## config.mk

```make
export PLATFORM = sky130hd
export DESIGN_NAME = tcw_alu
export DESIGN_NICKNAME = d
export VERILOG_FILES = /design/src/rtl/tcw_alu.sv
export SDC_FILE = /design/constraint.sdc
export NUM_CORES = 1
export LEC_CHECK = 0
export BUFFER_PORTS_ARGS = -buffer_cell sky130_fd_sc_hd__buf_4
export CORE_ASPECT_RATIO = 0.9
export CORE_UTILIZATION = 35
export DETAILED_ROUTE_END_ITERATION = 6
export GPL_ROUTABILITY_DRIVEN = 0
export GPL_TIMING_DRIVEN = 0
export REMOVE_ABC_BUFFERS = 1
export SETUP_SLACK_MARGIN = 0.05
export SYNTH_ARGS = -nofsm -noshare
export SYNTH_HDL_FRONTEND = slang
export SYNTH_SLANG_ARGS = --single-unit
```

## constraint.sdc

```tcl
create_clock -name vclk -period 3.5
set_input_delay 0.35 -clock vclk [all_inputs]
set_output_delay 0.35 -clock vclk [all_outputs]
set_load 0.05 [all_outputs]
```

## src/rtl/tcw_alu.sv

```systemverilog
`timescale 1ns / 1ps

module tcw_alu #(
  parameter int W = 11
) (
  input  logic [W-1:0] a,
  input  logic [W-1:0] b,
  input  logic         sub,
  output logic [W-1:0] res,
  output logic         ge
);

  always_comb begin
    res = sub ? (a - b) : (a + b);
    ge  = (a >= b);
  end

endmodule

```

==> results.md, run 1 <==
- The number of antenna violations at the first check in global routing is 0.
- Compared with the post-synthesis result, the final layout area differs by 27.31%.
- The number of instances in the synthesized netlist is 135.
- The first detailed-routing pass ran for 6 iterations.
- In the final design database the tool counted around 210 nets.
- Registers are responsible for 0% of the overall power.
- The detailed-placement wirelength estimate is between 1500 and 2000 µm.
- The total track usage is between 10% and 20%.
- The power density over the cells is 259.6 mW/mm².
- Dividing the detail-routed wire length by the instance count gives 11.96 µm.
- The portion of the clock cycle consumed by the worst path in the final layout is 79.19%.
- The sort of element at the end of the critical path is a primary output.
- The worst-path maximum fanout is 3.
- The number of clock buffers in the layout is 0.
- The initial detailed-routing violation count is 41.
- The first global-routing pass estimated 3788 µm of wire.
- The time the final worst path needs with I/O delays and setup is 2.772 ns.
- The checks that failed: design-rule violations.
- The die is 57.66 µm wide.
- The sequential fraction of the synthesis area is 0%.
- Measured along the y axis, the die boundary spans between 50 and 60 µm.
- The number of fill cells in the layout is 280.
- The area used by multi-input combinational logic is between 800 and 900 µm².
- The mean post-synth cell area is 7.229 µm².
- Entering global routing, the biggest net connects 17 pins.
- Synthesis instantiated 35 different standard cells from the library.
- The core region is ~0.0026 mm².
- By count the netlist is led by inv_1 (23), ha_1 (21), a21oi_1 (14), o21ai_0 (13), xnor2_1 (7).
- The tool flagged a number of max-cap violations equal to 0.
- Summing over every cut layer, the via total after detailed routing is 1071.
- Across the whole layout, storage elements account for 0 µm².
- The type of origin of the critical path is an input pin.
- Adding up every negative setup slack in the final design gives 0 ns.
- Summed over all instances, the cell type with the most area after synthesis is ha_1.
- The peak supply drop is 0.1082 mV.
- Setup repair after global routing left no endpoint under its margin.
- The static leakage is 0.6175 nW.
- The critical path start-end classification is in2out.
- The repair_antennas step left the layout with diodes totalling 0.
- The worst hold margin is 1.139 ns.
- The final count of pins violating max slew is 0.
- In this run, the combinational gates consume 100.0% of the power.
- The Yosys step of the flow raised 0 warnings.
- The number of global-route vias before repair is 922.
- The most frequent cell after synthesis is inv_1.
- The total internal power is 0.1173 mW.
- For this run, the top clock speed supported by timing is 360.8 MHz.
- The design has 0 sequential cells.
- The remaining number of nets flagged by the antenna check after routing is 0.
- The aggregate global routing overflow is 0.
- The worst path required time is about 3.2 ns.
- In this run the tightest slew margin relative to its limit is 78.59%.
- The area of the mapped netlist is ~980 µm².
- 35 I/O pins were placed.
- The run finished, with violations left.
- Of the cells placed in the final design, the portion with a size suffix greater than 1 is 24.39%.
- The cell row count is 17.
- In the post-synthesis netlist, the biggest area contributors are ha_1 (27%), inv_1 (8.8%), a21oi_1 (7.2%).
- The overall die area is 0.003004 mm².
- The total length of routed wires is approximately 2300 µm.
- Input and output buffers added on the ports amount to 35.
- For this configuration, the core starts out at a cell density of 38.24%.
- Data arrives at the worst endpoint at 2.42 ns.
- The residual DRC count is 2.
- The analysis attributes to net switching a power of between 0.2 and 0.25 mW.
- For the pin with the worst max-slew slack, the measured transition is 0.3177 ns.
- The number of buffers added to fix hold violations after cts is 0.
- The net switching share of the total power is 63.63%.
- The tightest min-delay check is of the in2out type.
- The number of setup buffers added after CTS is 0.
- The hold violation count in the final report is 0.
- The sum of internal, switching and leakage power is between 0.3 and 0.4 mW.
- Setup violations remaining at the end of the flow were counted as 0.
- The area share of the largest cell type after synthesis is roughly 27%.
- In this run, the clock network consumes 0% of the power.
- The post-cts gate resize count is 0.
- Using the TritonRoute via totals, the vias-per-cell ratio works out to 5.578.
[worst max-delay path, stage by stage]
cell and delay (ns):
buf_4 0.11, ha_1 0.20, inv_1 0.07, fa_1 0.23
o21bai_4 0.10, a2111o_1 0.43, a21oi_2 0.17, a311oi_1 0.13
o31ai_2 0.21, xor2_1 0.18, buf_4 0.22
[final timing paths]
| path | from | end | slack [ns] | cells after the start |
|---|---|---|---|---|
| hold / removal | b[0] | res[0] | 1.14 | 4 |
| setup / recovery | a[0] | res[10] | 0.73 | 11 |
[power by group through the flow]
stage,combinational (mW),clock [mW],sequential [mW]
2_1_floorplan,0.227,0,0
3_3_place_gp,0.320,0,0
3_5_place_dp,0.322,0,0
4_1_cts,0.323,0,0
5_1_grt,0.345,0,0
6_report,0.322,0,0
[cell usage in the layout (no fill, tap or decap), types with 3 or more instances in the layout]
cell type,count
nand2b_1,3
a211oi_1,6
buf_4,35
o211ai_1,3
ha_1,21
nor3_1,3
o21ai_0,13
inv_1,23
xnor2_1,7
nand2_1,5
a21oi_1,14
o21bai_1,3
[cells by family (layout without fill, tap and decap cells)]
logic type                 count (synthesis)  in the layout  share of synthesized area, %
and+or+nand+nor                           19             19                         10.00
AOI/OAI and AO/OA                         54             54                         37.82
adders and majority gates                 23             23                         31.03
buffers and inverters                     29             58                         12.05
xor gates and xnor gates                   9              9                         8.077
muxes                                      1              1                         1.026
[metal layers]
metal	routed length [µm]	vias to the layer above	GRT usage, %	share of wire [%]
met4	10	0	1.587	0.44
met3	139	2	0.7463	6.1
met1	1067	492	21.15	46
li1	-	539	-	-
met2	1080	38	26.74	47
met5	0	-	0	0
[area by class of cell]
type | instances | area share (%)
inverter | 23 | 6.949
multi-input combinational | 106 | 69.08
tap | 28 | 2.820
timing repair buffer | 35 | 21.15
[metrics by stage]
step | util, % | setup WS [ns] | std cells | instance area, µm²
after floorplan | - | 0.5959 | 129 | 944.7
after global placement | 48.68 | 0.7103 | 192 | 1242
after detailed placement | 48.68 | 0.7250 | 192 | 1242
after CTS | 48.68 | 0.7150 | 192 | 1242
after global routing | 48.68 | 0.5350 | 192 | 1242
final | 48.68 | 0.7284 | 192 | 1242
Note: power is estimated with default switching activity, not from simulation.
==> inputs of run 2 (changes only) <==
==> constraint.sdc (replaced) <==
create_clock -name vclk -period 2.8
set_input_delay 0.28 -clock vclk [all_inputs]
set_output_delay 0.28 -clock vclk [all_outputs]
set_load 0.05 [all_outputs]
==> run 2 against run 1 <==
Against the previous run:
- cell area grew 0.71%
- highest routed layer unchanged
- the flow still finishes with violations (design-rule violations)
- clock-buffer cell count is the same
- critical path depth is the same
- critical path type unchanged
==> results.md, run 2 (synthesis gave the netlist of run 1 again) <==
- The flow ran to the end, but the final reports show violations.
- The final reports fail on design-rule violations.
- The total internal power is 0.1478 mW.
- The repair_antennas step left the layout with diodes totalling 0.
- The worst hold path begins at b[0].
- The total net switching power is between 0.2 and 0.3 mW.
- The commonest non-fill, non-tap cell in the layout is buf_4.
- The worst path uses 94.05% of the clock period.
- The worst setup path is captured at a primary output.
- The tool flagged a number of max-cap violations equal to 0.
- Once detailed placement completed, the half-perimeter wirelength came to 1930 µm.
- The final count of pins violating max slew was 0.
- The net switching share of the total power is 63.58%.
- The path class of the tightest hold or removal check is in2out.
- The critical path start-end classification is in2out.
- Entering global routing, the biggest net connects 17 pins.
- The time the final worst path needs with I/O delays and setup is 2.633 ns.
- Combinational cells account for 100.0% of the total power.
- The initialized floorplan defines 17 standard-cell rows.
- The initial detailed-routing violation count is 45.
- Leaving out fill and tap cells, the most frequent cells in the layout are buf_4 (35), inv_1 (23), ha_1 (21).
- For this run, the detailed router's first-pass iteration total came to 6.
- The hold violation count in the final report is 0.
- Across every metal layer, demand over resource in global routing totals between 10% and 20%.
- Once detail routing completed, the nets flagged for antenna violations numbered 0.
- Counting the fill cells in the layout gives 278.
- The worst hold path terminates at res[0].
- For this design, the CTS-stage hold fixing added 0 buffers.
- The overall die area is 0.003004 mm².
- The area occupied by registers is 0 µm².
- The number of global-route vias before repair is 922.
- For the worst setup path, the data arrival time is 2.35 ns.
- The number of clock buffers in the layout is 0.
- The number of vias in the routed layout is 1063.
- The aggregate global routing overflow is 0.
- Power spread over the standard cell area amounts to 324.3 mW/mm².
- Using the TritonRoute via totals, the vias-per-cell ratio works out to 5.536.
- After detailed routing, the average wire length per cell comes to around 12 µm.
- The count of final setup violators is 0.
- The floorplan step set the die width to 57.66 µm.
- The number of flip-flops and latches is 0.
- The worst path required time is around 2.5 ns.
- STA classifies the critical path startpoint as an input pin.
- The total length of routed wires is 2305 µm.
- The first global-routing pass estimated 3788 µm of wire.
- The number of antenna violations at the first check in global routing is 0.
- Per report_power, the sequential group accounts for 0% of the total.
- The headroom to the max-slew limit is between 70% and 80%.
- Setup repair after global routing left no endpoint under its margin.
- The peak supply drop is 0.1352 mV.
- The share of post-route cells with drive strength above 1 is 25.61%.
- The initial utilization of the core area, before any placement, comes to between 30% and 40%.
- The worst-path maximum fanout is 3.
- The area added between synthesis and finish is 28.21%.
- The hold-critical path depth is 4.
- After the last flow step, the layout net total stands at 212.
- The core region area is around 0.0026 mm².
- The achievable frequency is roughly 380 MHz.
- For this run, design rule violations remaining after detail routing come to 2.
- The design draws 0.4058 mW.
- Setup total negative slack on the finished layout was measured at 0 ns.
- The number of top-level pins is 35.
- Buffers placed on the I/O ports in this run total 35.
- Measured along the y axis, the die boundary spans between 50 and 60 µm.
- The transition time at the pin with the least slew margin is 0.3338 ns.
- The clock network burns 0% of the power.
- The static leakage is 0.6190 nW.
## run 2: changes by cell type in the layout (fill, tap and decap cells not counted)
cell and change:
a21oi_1 -1, a211oi_1 -1, a211oi_2 +1, a21oi_2 +1
## run 2: timing repair
| action | in CTS | in global routing |
|---|---|---|
| buffers inserted | 0 | 0 |
| resized for setup | 0 | 2 |
| setup endpoints to repair | 0 | 2 |
## run 2: through the flow
stage / hold slack, ns / util, % / cells / area [µm²] / setup WS [ns]
5_1_grt: 1.025 / 49.02 / 192 / 1251 / 0.07700
3_3_place_gp: 0.9921 / 48.68 / 192 / 1242 / 0.1503
3_5_place_dp: 1.006 / 48.68 / 192 / 1242 / 0.1650
2_1_floorplan: 0.8646 / - / 129 / 944.7 / 0.03590
6_report: 0.9991 / 49.02 / 192 / 1251 / 0.1665
4_1_cts: 1.006 / 48.68 / 192 / 1242 / 0.1550
## run 2: layout make-up
| class | instances | area (µm²) | share of cell area [%] |
|---|---|---|---|
| inverter | 23 | 86.33 | 6.900 |
| multi-input combinational | 106 | 867.1 | 69.30 |
| tap | 28 | 35.03 | 2.800 |
| timing repair buffer | 35 | 262.8 | 21.00 |
## run 2: metal layers
metal | vias up | share of wire, % | GRT usage (%) | routed length (µm)
li1 | 535 | - | - | -
met1 | 489 | 46 | 21.15 | 1064
met2 | 37 | 48 | 26.74 | 1097
met3 | 2 | 5.8 | 0.7463 | 133
met4 | 0 | 0.43 | 1.587 | 10
met5 | - | 0 | 0 | 0
## run 2: worst max path at each step
| stage | startpoint | to | slack (ns) | cells after the start |
|---|---|---|---|---|
| after floorplan | a[0] | res[10] | 0.04 | 9 |
| after global placement | a[0] | res[8] | 0.15 | 12 |
| after detailed placement | a[0] | res[10] | 0.17 | 11 |
| after CTS | a[0] | res[8] | 0.15 | 12 |
| after global routing | a[0] | res[10] | 0.08 | 11 |
| final | a[0] | res[10] | 0.17 | 11 |
## run 2: worst max-delay path: stages
cell	delay (ns)
buf_4	0.11
ha_1	0.20
inv_1	0.07
fa_1	0.23
o21bai_4	0.10
a2111o_1	0.44
a21oi_2	0.17
a311oi_1	0.13
o31ai_2	0.21
xor2_1	0.18
buf_4	0.22
## run 2: power by group through the flow
stage | registers [mW] | logic [mW] | clock network [mW]
after floorplan | 0 | 0.283 | 0
after global routing | 0 | 0.434 | 0
after detailed placement | 0 | 0.402 | 0
after CTS | 0 | 0.404 | 0
after global placement | 0 | 0.400 | 0
final | 0 | 0.406 | 0
==> inputs of run 3 (changes only) <==
--- a/config.mk
+++ b/config.mk
@@ -5,6 +5,7 @@
 export SDC_FILE = /design/constraint.sdc
 export NUM_CORES = 1
 export LEC_CHECK = 0
+export ABC_AREA = 1
 export BUFFER_PORTS_ARGS = -buffer_cell sky130_fd_sc_hd__buf_4
 export CORE_ASPECT_RATIO = 0.9
 export CORE_UTILIZATION = 35
==> run 3 against run 2 <==
Against the previous run:
- the run now ends clean
- sequential share of layout area stayed put
- non-clock buffer count stayed put
- routed wire length up 18%
- utilization fell by 4.4 points
- critical path depth down 1
- cell area is 20% higher
- die area grew 26%
- global-route usage decreased by 0.22 points
- total power is 3.8% higher
- sequential cell count is the same
- highest routed layer is now met3
==> results.md, run 3 <==
- The smallest clock period supported by the final layout is computed as approximately 2.2 ns.
- For this run, the post-layout net count is between 300 and 400.
- The die span in y is 58.55 µm.
- The critical path is of the in2out type.
- The run finished with clean final reports.
- After synthesis, the largest area contributor takes up around 25% of total cell area.
- Once layout is done, the placed cells without fillers occupy 0.001506 mm².
- The number of setup buffers added after CTS is 0.
- Setup repair after global routing left no endpoint under its margin.
- For this run, design rule violations remaining after detail routing come to 0.
- The area occupied by registers is 0 µm².
- After the first detailed-routing iteration, the DRC count stood at 56.
- The final count of pins violating max slew came to 0.
- After synthesis, the most frequently instantiated cells are nand2_1 (84), inv_1 (42), ha_1 (21), nor2_1 (20), nand3_1 (15).
- The total placed instance area is 0.001506 mm².
- Headroom to the max-slew limit came out at 77.01%.
- The min-delay analysis places its worst path in the category in2out.
- In this run the standard cell core region covers ~0.0034 mm².
- Traced cell by cell, the critical path runs through buf_4 -> inv_1 -> ha_1 -> inv_1 -> fa_1 -> nand2_1 -> nand3_1 -> o21ai_1 -> xor2_1 -> buf_4.
- Along the worst path, the maximum fanout reaches 3.
- By area the synthesized netlist is led by nand2_1 (25%), ha_1 (21%), inv_1 (13%).
- The initial core utilization is 36.81%.
- The maximum cell stage delay along the critical path is 0.43 ns.
- The post-cts gate resize count is 0.
- Across every metal layer, demand over resource in global routing totals about 15%.
- Compared with the post-synthesis result, the final layout area differs by 21.13%.
- The buffering stage count on the worst path with inverters included is 4.
- The mean post-synth cell area is 5.407 µm².
- The static leakage is 0.9463 nW.
- The detailed-placement wirelength estimate is 2455 µm.
- The most frequent cell after synthesis is nand2_1.
- Summed over all layers, the global routing overflow is 0.
- The library cell used most frequently in the layout, excluding fill and tap cells, is nand2_1.
- The first-pass iteration count of the detailed router is 4.
- The number of fill cells in the layout is 398.
- The routed length per placed instance is ~9.0 µm.
- Buffers inserted to repair hold after CTS numbered 0.
- 35 I/O pins were placed.
- The sequential fraction of the synthesis area is 0%.
- Hold is met by 1.002 ns.
- At the pin with the least slew margin, the transition time is between 0.3 and 0.4 ns.
- The cell row count is 20.
- The number of max-cap violations is 0.
- The worst-case IR drop observed on VDD is 0.1399 mV.
- At the worst endpoint, the required time is 2.52 ns.
- For this run, the top clock speed supported by timing is 459.5 MHz.
- The final setup TNS is 0 ns.
- The number of antenna violations at the first check in global routing was 0.
- The last element of the critical path is res[4].
- The count of final setup violators is 0.
- The overall die area is 0.003796 mm².
- The final layout contains a sequential cell count of 0.
- The critical path runs through a total of 10 cells.
- After detailed routing, the total wire length is 2712 µm.
- The slowest cell on the critical path is fa_1.
- Summing over every cut layer, the via total after detailed routing is 1343.
- The power density over the cells is 279.6 mW/mm².
- The global-route wire length before repair is 4678 µm.
- The sort of element at the end of the critical path is a primary output.
- The most critical setup path has its startpoint at a[0].
- The design draws 0.4212 mW.
- The largest net degree at the start of global routing is 18.
- The cell total after placement is 302.
- At the worst endpoint, the arrival time is 1.90 ns.
- The number of instances in the synthesized netlist is 230.
- Using the TritonRoute via totals, the vias-per-cell ratio works out to about 4.4.
- The die width is approximately 65 µm.
- The area of the mapped netlist is 0.001244 mm².
- The share of post-route cells with drive strength above 1 is 18.99%.
- The detail route stage leaves a number of antenna-violating nets equal to 0.
- The count of cells in the finished layout, fillers not included, comes to a little over 300.
- The number of clock buffers in the layout is 0.
- The hold violation count in the final report is 0.
- The yosys synthesis warning count is 0.
- The number of global-route vias before repair is 1126.
- The category of cells accounting for the largest share of critical-path delay is adder cells.
- The leading area contributor after synthesis is nand2_1.
- The repair_antennas step left the layout with diodes totalling 0.
- The count of input and output buffers is 35.
- STA classifies the critical path startpoint as an input pin.
- In the layout the commonest cells are nand2_1 (84), inv_1 (42), buf_4 (35).
- Of the available clock period, the critical path in the final layout requires 77.72%.
- The distinct cell type count after synthesis is 24.
[run 3: worst min path at each step]
stage               start  endpoint  slack, ns  cells after the start
finish               b[0]    res[0]       1.00                      4
global route         b[0]    res[0]       1.04                      4
CTS                  b[0]    res[0]       1.00                      4
detailed placement   b[0]    res[0]       1.00                      4
global placement     b[0]    res[0]       0.99                      4
floorplan            b[0]    res[0]       0.86                      2
[run 3: cells by family (layout without fill, tap and decap cells)]
group	Yosys count	count (layout)	synth area share, %
and+or+nand+nor	133	133	45.77
xor gates and xnor gates	5	5	3.521
AOI/OAI and AO/OA	19	19	8.954
buffers and inverters	50	78	17.40
adders and majority gates	23	23	24.35
[run 3: cell type report]
class	instances	area, µm²	share of cell area, %
Timing Repair Buffer	35	262.8	17.44
Inverter	43	161.4	10.71
Multi-Input combinational cell	180	1027	68.19
Tap cell	44	55.05	3.654
[run 3: power by group]
group          switching (mW)  internal, mW
Clock                       0             0
Combinational           0.279         0.142
Sequential                  0             0
Total                   0.279         0.142
[run 3: metrics by stage]
step / utilization [%] / setup WS (ns)
6_report: 44.59 / 0.6238
5_1_grt: 44.59 / 0.4592
4_1_cts: 44.59 / 0.6083
3_5_place_dp: 44.59 / 0.6092
3_3_place_gp: 44.59 / 0.6011
2_1_floorplan: - / 0.4649
[run 3: per-layer routing]
| layer | share of wire (%) | vias up | track usage (%) |
|---|---|---|---|
| met2 | 43 | 21 | 25.00 |
| met4 | 0 | 0 | 0 |
| li1 | - | 758 | - |
| met5 | 0 | - | 0 |
| met3 | 2.2 | 0 | 0 |
| met1 | 55 | 564 | 22.85 |
